==> src/hdl/lhs_pkg.sv <==
// Shared types and constants of the latency histogram statistics block.
package lhs_pkg;

  localparam int unsigned PLAYERS_DEF   = 256;
  localparam int unsigned BUCKETS_DEF   = 25;
  localparam int unsigned BUCKET_MS_DEF = 20;
  localparam int          CLIP_MS       = 10000;
  localparam int unsigned CHANNELS      = 2;
  localparam int unsigned SW            = 16;
  localparam int unsigned CW            = 32;
  localparam int unsigned BIW           = 6;

  typedef enum logic [2:0] {
    OP_CONNECT    = 3'd0,
    OP_DISCONNECT = 3'd1,
    OP_ADD        = 3'd2,
    OP_QUERY      = 3'd3,
    OP_DUMP       = 3'd4
  } op_e;

  typedef struct packed {
    logic [2:0]           operation;
    logic [7:0]           player;
    logic                 channel;
    logic signed [SW-1:0] sample_ms;
  } lhs_in_t;

  typedef struct packed {
    logic signed [SW-1:0] current_ms;
    logic signed [SW-1:0] average_ms;
    logic signed [SW-1:0] min_ms;
    logic signed [SW-1:0] max_ms;
    logic [BIW-1:0]       bucket_index;
    logic [CW-1:0]        bucket_count;
    logic [CW-1:0]        peak_count;
    logic                 last;
  } lhs_out_t;

  typedef enum logic [3:0] {
    ST_IDLE,
    ST_CLEAR,
    ST_CLEAR_HI,
    ST_ADD_RD,
    ST_ADD_WR,
    ST_QRY_RD,
    ST_QRY_OUT,
    ST_PEAK,
    ST_DUMP
  } state_e;

  // controller -> datapath
  typedef struct packed {
    logic load;
    logic clr_wr;
    logic clr_ch;
    logic sum_rd;
    logic add_wr;
    logic set_present;
    logic clr_present;
    logic bkt_rd;
    logic peak_acc;
    logic peak_clr;
    logic emit_query;
    logic emit_bucket;
    logic emit_last;
    logic [BIW-1:0] bkt;
  } lhs_cmd_t;

  // datapath -> controller
  typedef struct packed {
    logic valid;
    logic present;
  } lhs_sts_t;

endpackage

==> src/hdl/lhs_ctrl.sv <==
// Operation sequencer of the latency histogram statistics block.
module lhs_ctrl #(
  parameter int unsigned BUCKETS = lhs_pkg::BUCKETS_DEF
) (
  input  logic              clk_i,
  input  logic              rst_ni,
  input  logic              start,
  input  logic [2:0]        op_i,
  input  lhs_pkg::lhs_sts_t sts_i,
  output logic              busy,
  output lhs_pkg::lhs_cmd_t cmd_o
);
  import lhs_pkg::*;

  localparam int unsigned CNTW = BIW + 1;

  state_e state_q, state_d;
  logic [2:0] op_q;
  logic [CNTW-1:0] cnt_q, cnt_d;

  always_ff @(posedge clk_i or negedge rst_ni) begin
    if (!rst_ni) begin
      state_q <= ST_IDLE;
      op_q    <= '0;
      cnt_q   <= '0;
    end else begin
      state_q <= state_d;
      cnt_q   <= cnt_d;
      if (start && !busy) begin
        op_q <= op_i;
      end
    end
  end

  always_comb begin
    state_d = state_q;
    cnt_d   = cnt_q;
    cmd_o   = '0;
    cmd_o.bkt = cnt_q[BIW-1:0];
    busy    = (state_q != ST_IDLE);
    cmd_o.load = start && (state_q == ST_IDLE);
    case (state_q)
      ST_IDLE: begin
        if (start) begin
          case (op_i)
            OP_CONNECT, OP_DISCONNECT, OP_ADD, OP_QUERY, OP_DUMP: state_d = ST_CLEAR;
            default: state_d = ST_IDLE;
          endcase
          cnt_d = '0;
        end
      end
      ST_CLEAR: begin
        case (op_q)
          OP_CONNECT: begin
            if (sts_i.valid) begin
              cmd_o.clr_wr = 1'b1;
              if (cnt_q == CNTW'(BUCKETS - 1)) begin
                cnt_d = '0;
                state_d = ST_CLEAR_HI;
              end else begin
                cnt_d = cnt_q + CNTW'(1);
              end
            end else begin
              state_d = ST_IDLE;
            end
          end
          OP_DISCONNECT: begin
            cmd_o.clr_present = 1'b1;
            state_d = ST_IDLE;
          end
          OP_ADD: begin
            cmd_o.sum_rd = 1'b1;
            state_d = sts_i.present ? ST_ADD_WR : ST_IDLE;
          end
          OP_QUERY: state_d = ST_QRY_OUT;
          OP_DUMP: begin
            cmd_o.peak_clr = 1'b1;
            cmd_o.bkt = '0;
            cnt_d = CNTW'(1);
            state_d = sts_i.present ? ST_PEAK : ST_IDLE;
          end
          default: state_d = ST_IDLE;
        endcase
      end
      ST_CLEAR_HI: begin
        cmd_o.clr_wr = 1'b1;
        cmd_o.clr_ch = 1'b1;
        if (cnt_q == CNTW'(BUCKETS - 1)) begin
          cmd_o.set_present = 1'b1;
          state_d = ST_IDLE;
        end
        cnt_d = cnt_q + CNTW'(1);
      end
      ST_ADD_WR: begin
        cmd_o.add_wr = 1'b1;
        state_d = ST_IDLE;
      end
      ST_QRY_OUT: begin
        cmd_o.emit_query = 1'b1;
        state_d = ST_IDLE;
      end
      ST_PEAK: begin
        cmd_o.peak_acc = 1'b1;
        if (cnt_q == CNTW'(BUCKETS)) begin
          cnt_d = '0;
          cmd_o.bkt = '0;
          state_d = ST_DUMP;
        end else begin
          cnt_d = cnt_q + CNTW'(1);
        end
      end
      ST_DUMP: begin
        cmd_o.emit_bucket = 1'b1;
        cmd_o.emit_last = (cnt_q == CNTW'(BUCKETS - 1));
        cnt_d = cnt_q + CNTW'(1);
        if (cnt_q == CNTW'(BUCKETS - 1)) begin
          state_d = ST_IDLE;
        end
      end
      default: state_d = ST_IDLE;
    endcase
  end

`ifndef SYNTHESIS
  a_add_wr: assert property (@(posedge clk_i) disable iff (!rst_ni)
    state_q == ST_ADD_WR |-> $past(state_q) == ST_CLEAR) else $error("add write order");
  a_busy: assert property (@(posedge clk_i) disable iff (!rst_ni)
    state_q == ST_DUMP |-> busy) else $error("busy during dump");
  a_cnt: assert property (@(posedge clk_i) disable iff (!rst_ni)
    state_q == ST_DUMP |-> cnt_q < CNTW'(BUCKETS)) else $error("dump counter range");
`endif

endmodule

==> config.mk <==
export PLATFORM = sky130hd
export DESIGN_NAME = lhs_ctrl
export DESIGN_NICKNAME = d
export VERILOG_FILES = /design/src/hdl/lhs_pkg.sv /design/src/hdl/lhs_ctrl.sv
export SDC_FILE = /design/constraint.sdc
export NUM_CORES = 1
export LEC_CHECK = 0
export BUFFER_PORTS_ARGS = -buffer_cell sky130_fd_sc_hd__buf_2
export CORE_MARGIN = 5
export CORE_UTILIZATION = 56
export CTS_CLUSTER_SIZE = 24
export DETAILED_ROUTE_END_ITERATION = 6
export GPL_ROUTABILITY_DRIVEN = 0
export GPL_TIMING_DRIVEN = 0
export HOLD_SLACK_MARGIN = 0.03
export MAX_ROUTING_LAYER = met4
export PLACE_DENSITY = 0.83
export SYNTH_ARGS = -nofsm -noshare
export SYNTH_HDL_FRONTEND = slang
export SYNTH_SLANG_ARGS = --single-unit
==> constraint.sdc <==
create_clock -name clk_i -period 3.35 [get_ports clk_i]
set_input_delay 0 -clock clk_i [delete_from_list [all_inputs] [get_ports clk_i]]
set_output_delay 0 -clock clk_i [all_outputs]
set_load 0.02 [all_outputs]
==> results of run 1 <==
==> kinds of logic (layout without fill, tap and decap cells) <==
kind of cell	after synthesis	count (layout)	synth area share
flip-flops	14	14	0.314
buffers and inverters	17	51	0.0774
multiplexers	2	2	0.0235
AO/OA/AOI/OAI	33	33	0.223
XOR/XNOR	1	1	0.00785
AND/OR/NAND/NOR	53	53	0.317
adder cells (fa/ha/maj)	3	3	0.0336
other	1	1	0.00336
==> per-stage QoR <==
stage / area, um2 / hold slack, ps / instances / total power, uW
after detailed placement: 1280 / -83.6 / 177 / 849
after global routing: 1360 / 65.6 / 185 / 1060
after CTS: 1360 / 60.8 / 185 / 978
after global placement: 1280 / -90.2 / 177 / 825
after floorplan: 1120 / -296 / 124 / 704
final: 1360 / 57.5 / 185 / 981
==> cells in the mapped netlist, drive strengths merged, types with 4 or more instances <==
library cell | n | area [um2]
nand2 | 8 | 30.0
nor2b | 4 | 25.0
nand3 | 5 | 25.0
a211oi | 4 | 42.5
buf | 5 | 41.3
nor2 | 10 | 45.0
and2 | 4 | 25.0
inv | 11 | 41.3
dfrtp | 14 | 350
a22o | 6 | 52.6
o21ai | 12 | 60.1
nor3 | 5 | 25.0
==> layout by cell type (no fill, tap or decap), types with 2 or more instances in the layout <==
cell type / netlist / layout
inv_1: 11 / 11
buf_2: 0 / 26
o21ai_1: 2 / 2
and3_1: 2 / 2
nand3_1: 5 / 5
buf_4: 4 / 4
and2_1: 4 / 4
dlygate4sd3_1: 0 / 4
nor2b_1: 4 / 4
a21oi_2: 2 / 2
nor4b_1: 2 / 2
o21ai_0: 10 / 10
a22oi_1: 2 / 2
or4b_4: 2 / 2
a211oi_1: 3 / 3
dfrtp_1: 14 / 14
nand2_1: 8 / 8
nor2_1: 9 / 9
nor3_1: 5 / 5
a22o_1: 6 / 6
ha_1: 3 / 3
clkbuf_4: 0 / 3
==> repair_timing <==
item	in CTS	in global routing
gates resized for setup	0	0
endpoints found under the hold margin	17	0
hold buffers	4	0
==> power by group <==
part	leakage [uW]	switching [uW]	internal [uW]
Combinational	0.000501	370	235
Clock	0.0000210	59.9	66.2
Sequential	0.000186	36.6	213
==> sequential cells by signal (all words and copies together) (netlist names) <==
signal	count
cnt_q	7
state_q	4
op_q	3
==> worst register-to-register path: stages (launching register included) <==
cell	delay, ps
dfrtp_1	420
nor2_1	420
a21oi_2	160
a211oi_4	410
o21ai_1	140
a22o_1	240
==> routing by layer <==
metal  global-route usage  vias up
met2                0.386       35
met1                0.273      505
li1                     -      520
met3               0.0300        6
met4               0.0954        0
met5                    -        -
==> final timing paths <==
check	end	slack (ps)	cells past startpoint
setup / recovery	cmd_o[4]	1310	4
hold reg to reg	cnt_q[6]	550	1
hold / removal	state_q[2]	60	3
setup reg to reg	cnt_q[6]	1440	5
min in group asynchronous	op_q[1]	150	2
max in group asynchronous	cnt_q[4]	2960	2
==> layout make-up <==
| cell class | instances | area share |
|---|---|---|
| sequential | 14 | 0.258 |
| tap | 27 | 0.0249 |
| multi-input combinational | 93 | 0.501 |
| clock buffer | 4 | 0.0268 |
| buffer | 6 | 0.0332 |
| inverter | 11 | 0.0304 |
| timing repair buffer | 30 | 0.125 |
==> results.cfg, run 1 <==
[setup_path]
crit_start = state_q[1]
worst_setup_path_end_kind = output pin
crit_family = simple AND/OR/NAND/NOR gates
path_max_fanout = 5
worst-path-buf-inv = 1
timing.rr.start = op_q[0]
slowest_stage = or4b_4
slowest_delay_ps = 590
cp.arrival_ps = 2040
crit_type = reg2out
critical_path_required_ps = 3350
path_cells = or4b_4 > a211oi_1 > nor2b_1 > buf_2
start_kind = flip-flop

[detailed_routing]
highest_layer = met4
met3_length_um = 162
drc = 0
dr.pass1.iters = 4
wirelength_met1_um = 1170
routed_wl_um = 2710
wl_met2_um = 1330
final_antenna_net_count = 0
vias = 1066
drt_first_iter_violations = 41
wl_per_cell_um = 14.7
viasPerCell = 5.76

[clock_network]
htree_levels = 1
cts_tree = done
clockBufferDepth = 2
cts_buffers = 3
path_clk_slew_ps = 90
cts_setup_buffers = 0
insertion_delay_ps = 280
cts.sinks = 14
cts_root_buf = clkbuf_4

[flow_run]
max_cap_viol_count = 0

[floorplan]
ios = 28
die_area_um2 = 2990
die_h_um = 54.6
core-area_um2 = 1920
die_w_um = 54.6
initial_core_util = 0.581
num_rows = 16

[cells_and_area]
final-seq-area_um2 = 350
multi_input_area_um2 = 679
nFillCells = 174
layout.nets = 170
fin_util = 0.706
post_route_cells_drive_above_1_share = 0.323
syn2layout_area_growth_pct = 21.5
diodes = 0

[worst_hold_path]
holdCritPathClass = in2reg
worstHoldStart = sts_i[0]

[sta]
period_needed_ps = 2040
finalSetupViolCount = 0
maxSlewHeadroom = 0.662
tightest_slew_ps = 504
rsz0062_at_grt = false
fin_worst_skew_ps = 3.92
period_share = 0.610
hold_violations = 0
timing.final.ws_setup_ps = 1310
finalMaxSlewViolations = 0
fmax_mhz = 489
setup_tns_ps = 0

[placed_design]
portBuffers = 26
dp_slack_ps = 1480
dp.final_hpwl_um = 2090

[power_and_ir_drop]
power.density_nw_per_um2 = 723
peakVddDrop_mv = 0.569
total_leakage_power_uw = 0.000708

[grt]
gr-total-overflow = 0
grtUsageTotal = 0.229
grt_pass1_vias = 1078
grt_max_degree = 15
grt_pass1_wl_um = 4810
antenna_found_initial = 0

[run_status]
status = finished, final reports clean

[logic_synthesis]
synth_edf_count = 0
syn_area_um2 = 1120
seq_area_frac_synth = 0.314
synth-main-ff-cell = dfrtp_1
syn_inst = 124
synth.avg_cell_area_um2 = 9.00
ys_types = 45
yosys_warnings = 0
ys_ff_latch = 14
async_reset_ff_frac = 1.00
synth_nets = 135
Note: power is estimated with default switching activity, not from simulation.
==> run 2: changes to the inputs <==
--- a/config.mk
+++ b/config.mk
@@ -5,16 +5,17 @@
 export SDC_FILE = /design/constraint.sdc
 export NUM_CORES = 1
 export LEC_CHECK = 0
+export ABC_AREA = 1
 export BUFFER_PORTS_ARGS = -buffer_cell sky130_fd_sc_hd__buf_2
 export CORE_MARGIN = 5
-export CORE_UTILIZATION = 56
+export CORE_UTILIZATION = 53
 export CTS_CLUSTER_SIZE = 24
 export DETAILED_ROUTE_END_ITERATION = 6
 export GPL_ROUTABILITY_DRIVEN = 0
 export GPL_TIMING_DRIVEN = 0
 export HOLD_SLACK_MARGIN = 0.03
 export MAX_ROUTING_LAYER = met4
-export PLACE_DENSITY = 0.83
+export PLACE_DENSITY = 0.79
 export SYNTH_ARGS = -nofsm -noshare
 export SYNTH_HDL_FRONTEND = slang
 export SYNTH_SLANG_ARGS = --single-unit
==> constraint.sdc (replaced) <==
create_clock -name clk_i -period 2.15 [get_ports clk_i]
set_input_delay 0 -clock clk_i [delete_from_list [all_inputs] [get_ports clk_i]]
set_output_delay 0 -clock clk_i [all_outputs]
set_load 0.02 [all_outputs]
==> run 2 against run 1 <==
Combinational power is 72% higher. Clock-buffer cell count is 1 lower. Sequential power is 71% higher. Routed wire length is 1.8% lower. Largest cell class unchanged. Register-to-register slack worse by 900 ps. Area after synthesis is 3.6% higher. Clock power is 20% higher. Global-route usage is 5.2 points lower. Largest power group unchanged. Highest routed layer is now met3. Clock skew is 1.3 ps lower.
==> results.cfg, run 2 <==
[run_status]
status = finished, final reports clean

[floorplan]
initial_core_util = 0.538
die_area_um2 = 3220
ios = 28
die_h_um = 56.7
num_rows = 17
die_w_um = 56.7
core-area_um2 = 2150

[setup_path]
slowest_stage = dfrtp_1
start_kind = flip-flop
rrSetupSlack_ps = 540
cp.arrival_ps = 1790
worst-path-buf-inv = 2
crit_family = simple AND/OR/NAND/NOR gates
path_common_cell = nor2_1
crit_type = reg2out
critical_path_required_ps = 2150
slowest_delay_ps = 430
path_cells = inv_1 > ha_1 > nand3_1 > nor2_2 > nor2_4 > nor2_1 > nor2_1 > buf_2
worst_setup_path_end_kind = output pin
path_max_fanout = 5

[placed_design]
dp_slack_ps = 548
dp.final_hpwl_um = 2180
portBuffers = 26

[sta]
finalSetupViolCount = 0
rsz0062_at_grt = false
period_needed_ps = 1790
timing.hold.ws_ps = 68.5
fin_worst_skew_ps = 2.61
timing.final.ws_setup_ps = 358
fmax_mhz = 558
hold_violations = 0
period_share = 0.833
finalMaxSlewViolations = 0
setup_tns_ps = 0

[clock_network]
insertion_delay_ps = 270
cts_buffers = 3
clockBufferDepth = 2
cts_root_buf = clkbuf_4
cts.sinks = 14
cts.repair.resized = 0
path_clk_slew_ps = 90
cts_tree = done
htree_levels = 1
cts_setup_buffers = 0

[grt]
grt_pass1_wl_um = 4640
grt_pass1_vias = 1117
gr-total-overflow = 0
grt_max_degree = 15
antenna_found_initial = 0
grtUsageTotal = 0.177

[detailed_routing]
wl_per_cell_um = 11.5
drc = 0
routed_wl_um = 2660
dr.pass1.iters = 4
drt_first_iter_violations = 16
vias = 1179
viasPerCell = 5.08
final_antenna_net_count = 0

[cells_and_area]
nFillCells = 209
post_route_cells_drive_above_1_share = 0.299
diodes = 0
multi_input_area_um2 = 708
largest_register = cnt_q
layout.nets = 217
final_cell_mix = 44 x nand2_1, 26 x buf_2, 20 x nor2_1, 17 x nand3_1, 16 x inv_1
syn2layout_area_growth_pct = 20.6
reg_top3 = cnt_q: 7 flops, state_q: 4 flops, op_q: 3 flops
final-seq-area_um2 = 350
final_common_cell = nand2_1
largest_register_ff_count = 7

[flow_run]
max_cap_viol_count = 0

[power_and_ir_drop]
total_leakage_power_uw = 0.000791
peakVddDrop_mv = 0.844
power.density_nw_per_um2 = 1160
fin_total_pwr_uw = 1620

[logic_synthesis]
seq_area_frac_synth = 0.303
yosys_warnings = 0
yosys-top-cells-area = dfrtp_1 30%, nand2_1 14%, nand3_1 7.4%, nor2_1 6.5%, inv_1 5.2%
ys_types = 28
synth_common_cells = 44 x nand2_1, 20 x nor2_1, 17 x nand3_1, 16 x inv_1, 14 x dfrtp_1
yosys.area.top_type = dfrtp_1
ys_ff_latch = 14
syn_area_um2 = 1160
syn_inst = 170
async_reset_ff_frac = 1.00
synth.avg_cell_area_um2 = 6.80
synth-main-ff-cell = dfrtp_1
synth.most_common_cell = nand2_1
synth_top_area_frac = 0.303
synth_nets = 181
synth_edf_count = 0

[worst_hold_path]
holdCritPathClass = in2reg
[run 2: worst min-delay path, stage by stage]
cell and delay, ps:
buf_2 100, a22oi_1 70, o21ai_1 140
[run 2: where the power goes]
part / total (uW) / leakage, uW / switching (uW) / internal (uW)
sequential: 428 / 0.000188 / 99.9 / 328
combinational: 1040 / 0.000590 / 708 / 328
clock: 151 / 0.0000138 / 86.3 / 64.8
total: 1620 / 0.000791 / 894 / 721
[run 2: logic make-up after synthesis]
family / Yosys count / share of synthesized area
AO/OA/AOI/OAI: 16 / 0.0823
XOR/XNOR: 4 / 0.0303
adder cells (fa/ha/maj): 3 / 0.0325
buffers and inverters: 25 / 0.0844
flip-flops: 14 / 0.303
other: 1 / 0.00324
AND/OR/NAND/NOR: 107 / 0.464
[run 2: path summary, 6_finish.rpt]
check | start | endpoint | cells after the start
max in group asynchronous | rst_ni | cnt_q[1] | 2
hold reg to reg | cnt_q[6] | cnt_q[6] | 2
setup reg to reg | cnt_q[0] | state_q[1] | 9
min in group asynchronous | rst_ni | cnt_q[2] | 2
hold / removal | sts_i[0] | state_q[0] | 3
setup / recovery | cnt_q[1] | cmd_o[4] | 8
[run 2: routing by layer]
layer | track usage | vias up | part of all wire
met3 | 0.0299 | 0 | 0.041
met5 | - | - | 0
met1 | 0.213 | 549 | 0.44
li1 | - | 609 | -
met2 | 0.317 | 21 | 0.52
met4 | 0.0203 | 0 | 0
[run 2: what timing repair did]
action                                  4_1_cts  5_1_grt
hold buffers                                  5        0
hold endpoints to repair                     18        0
endpoints found under the setup margin        0        0
[run 2: final cells by class]
| cell class | instances | area share |
|---|---|---|
| multi-input combinational | 131 | 0.508 |
| sequential | 14 | 0.251 |
| timing repair buffer | 31 | 0.129 |
| inverter | 24 | 0.0646 |
| tap | 28 | 0.0251 |
| clock buffer | 3 | 0.0162 |
| buffer | 1 | 0.00539 |
[run 2: per-stage QoR]
stage | instances | utilization | instance area, um2
3_3_place_gp | 224 | 0.615 | 1320
5_1_grt | 232 | 0.649 | 1390
6_report | 232 | 0.649 | 1390
4_1_cts | 232 | 0.649 | 1390
3_5_place_dp | 224 | 0.615 | 1320
2_1_floorplan | 170 | - | 1160
==> run 3: changes to the inputs <==
--- a/config.mk
+++ b/config.mk
@@ -5,17 +5,17 @@
 export SDC_FILE = /design/constraint.sdc
 export NUM_CORES = 1
 export LEC_CHECK = 0
-export ABC_AREA = 1
+export ABC_AREA = 0
 export BUFFER_PORTS_ARGS = -buffer_cell sky130_fd_sc_hd__buf_2
 export CORE_MARGIN = 5
-export CORE_UTILIZATION = 53
+export CORE_UTILIZATION = 52
 export CTS_CLUSTER_SIZE = 24
 export DETAILED_ROUTE_END_ITERATION = 6
 export GPL_ROUTABILITY_DRIVEN = 0
 export GPL_TIMING_DRIVEN = 0
 export HOLD_SLACK_MARGIN = 0.03
 export MAX_ROUTING_LAYER = met4
-export PLACE_DENSITY = 0.79
+export PLACE_DENSITY = 0.78
 export SYNTH_ARGS = -nofsm -noshare
 export SYNTH_HDL_FRONTEND = slang
 export SYNTH_SLANG_ARGS = --single-unit
==> constraint.sdc (replaced) <==
create_clock -name clk_i -period 1.7 [get_ports clk_i]
set_input_delay 0 -clock clk_i [delete_from_list [all_inputs] [get_ports clk_i]]
set_output_delay 0 -clock clk_i [all_outputs]
set_load 0.02 [all_outputs]
==> run 3 against run 2 <==
The flow now finishes with violations (negative setup slack). Utilization up 14 points. Sequential share of layout area is 3.1 points lower. First-iteration DRC count grew to 3.2 times the previous value. Global-route usage is 3.0 points higher. Clock-buffer cell count is the same. Critical path type unchanged. Largest cell class unchanged. Largest power group unchanged.
==> results.cfg, run 3 (synthesized netlist as in run 1, its figures left out) <==
[cells_and_area]
largest_register_ff_count = 7
post_route_cells_drive_above_1_share = 0.467
largest_register = cnt_q
syn2layout_area_growth_pct = 42.3
final_cell_mix = 18 x buf_4, 16 x buf_2, 14 x dfrtp_1, 10 x buf_6, 8 x inv_1
layout.nets = 182
final_area_um2 = 1590
reg_top3 = cnt_q: 7 flops, state_q: 4 flops, op_q: 3 flops
fin_util = 0.793
diodes = 0
final_common_cell = buf_4

[power_and_ir_drop]
power_frac_comb = 0.678
power.internal_uw = 1190
power.density_nw_per_um2 = 1450
pwr-share-clk = 0.086
swShare = 0.481
power_switching_uw = 1100
total_leakage_power_uw = 0.000772
peakVddDrop_mv = 1.07
seqPwrFrac = 0.237

[setup_path]
path_cells = buf_4 > nand4b_1 > buf_6 > a31oi_4 > a211oi_4 > nor2b_2 > buf_6
worst_setup_path_end_kind = output pin
slowest_delay_ps = 400
critical_path_required_ps = 1700
slowest_stage = dfrtp_1
rrSetupSlack_ps = -180
worstReg2RegEnd = cnt_q[6]
path_common_cell = buf_6
cp.arrival_ps = 1940
crit_type = reg2out
r2r_cells = 6
start_kind = flip-flop
timing.rr.start = state_q[2]
path_max_fanout = 10

[floorplan]
initial_core_util = 0.557
num_rows = 16
ios = 28
core-area_um2 = 2000
die_area_um2 = 3170
die_w_um = 56.3
die_h_um = 56.3

[sta]
rsz0062_at_grt = true
setup_tns_ps = -2680
period_needed_ps = 1940
fmax_mhz = 514
hold_violations = 0
finalSetupViolCount = 21
period_share = 1.14
timing.final.ws_setup_ps = -245
finalMaxSlewViolations = 0
fin_worst_skew_ps = 2.62

[detailed_routing]
routed_wl_um = 3470
final_antenna_net_count = 0
viasPerCell = 6.06
drt_first_iter_violations = 51
vias = 1188
drc = 0
wl_per_cell_um = 17.7
dr.pass1.iters = 4

[grt]
grt_use_met2 = 0.361
busiest_layer = met2
antenna_found_initial = 0
grt_pass1_vias = 1117
grt_pass1_wl_um = 5090
grt_max_degree = 15
grtUsageTotal = 0.208
grt_use_met1 = 0.233
use_met3 = 0.0367
gr-total-overflow = 0

[clock_network]
insertion_delay_ps = 280
cts.sinks = 14
clockBufferDepth = 2
cts_tree = done
cts_buffers = 3
cts_root_buf = clkbuf_4
path_clk_slew_ps = 90
htree_levels = 1

[placed_design]
dp.final_hpwl_um = 2030
placed_area_um2 = 1280
portBuffers = 26

[run_status]
violations = negative setup slack
status = complete, but fails checks

[worst_hold_path]
min_delay_path_depth = 3
worstHoldStart = start
min_to = state_q[0]
holdCritPathClass = in2reg

[flow_run]
max_cap_viol_count = 0
run 3: worst max-delay path, delay by kind of cell (launching register included):
family	cells	cell delay, ps
buf+inv	3	490
compound gates	2	360
flops	1	400
simple gates	2	400
run 3: how the worst max path moves through the flow:
| stage | startpoint | slack (ps) | end |
|---|---|---|---|
| 2_1_floorplan | state_q[0] | 5 | cmd_o[6] |
| 3_3_place_gp | state_q[2] | -110 | cnt_q[6] |
| 3_5_place_dp | cnt_q[2] | -140 | cnt_q[6] |
| 4_1_cts | state_q[2] | -110 | cmd_o[3] |
| 5_1_grt | state_q[3] | -270 | cmd_o[3] |
| 6_report | state_q[3] | -240 | cmd_o[3] |
run 3: final cells by class:
class	count	area, um2
multi-input combinational	93	772
inverter	11	41.3
clock buffer	3	22.5
fill	127	414
tap	27	33.8
sequential	14	350
timing repair buffer	43	323
buffer	5	45.0
run 3: what timing repair did:
action | CTS | global route
hold endpoints to repair | 17 | 0
pin swaps | 8 | 15
hold buffers | 4 | 0
cloned | 0 | 0
buffers inserted | 9 | 5
setup endpoints to repair | 16 | 23
resized for setup | 17 | 27
run 3: power by group through the flow:
| stage | combinational [uW] | clock (uW) | sequential (uW) |
|---|---|---|---|
| final | 1560 | 197 | 543 |
| after global routing | 1670 | 217 | 555 |
| after CTS | 1380 | 195 | 493 |
| after detailed placement | 1160 | 0 | 495 |
| after global placement | 1140 | 0 | 490 |
| after floorplan | 915 | 0 | 477 |
run 3: routing by layer:
layer / up-vias / wire length, um
met5: - / 0
met4: 0 / 139
met3: 18 / 164
met2: 57 / 1710
met1: 567 / 1460
li1: 546 / -
run 3: stage by stage:
| step | worst slack (ps) | std cells | hold WS, ps | power (uW) |
|---|---|---|---|---|
| floorplan | 5.20 | 124 | -296 | 1390 |
| global placement | -111 | 177 | -85.6 | 1630 |
| detailed placement | -136 | 177 | -82.7 | 1650 |
| CTS | -112 | 193 | 90.8 | 2070 |
| global route | -271 | 196 | 95.4 | 2440 |
| finish | -245 | 196 | 82.4 | 2300 |
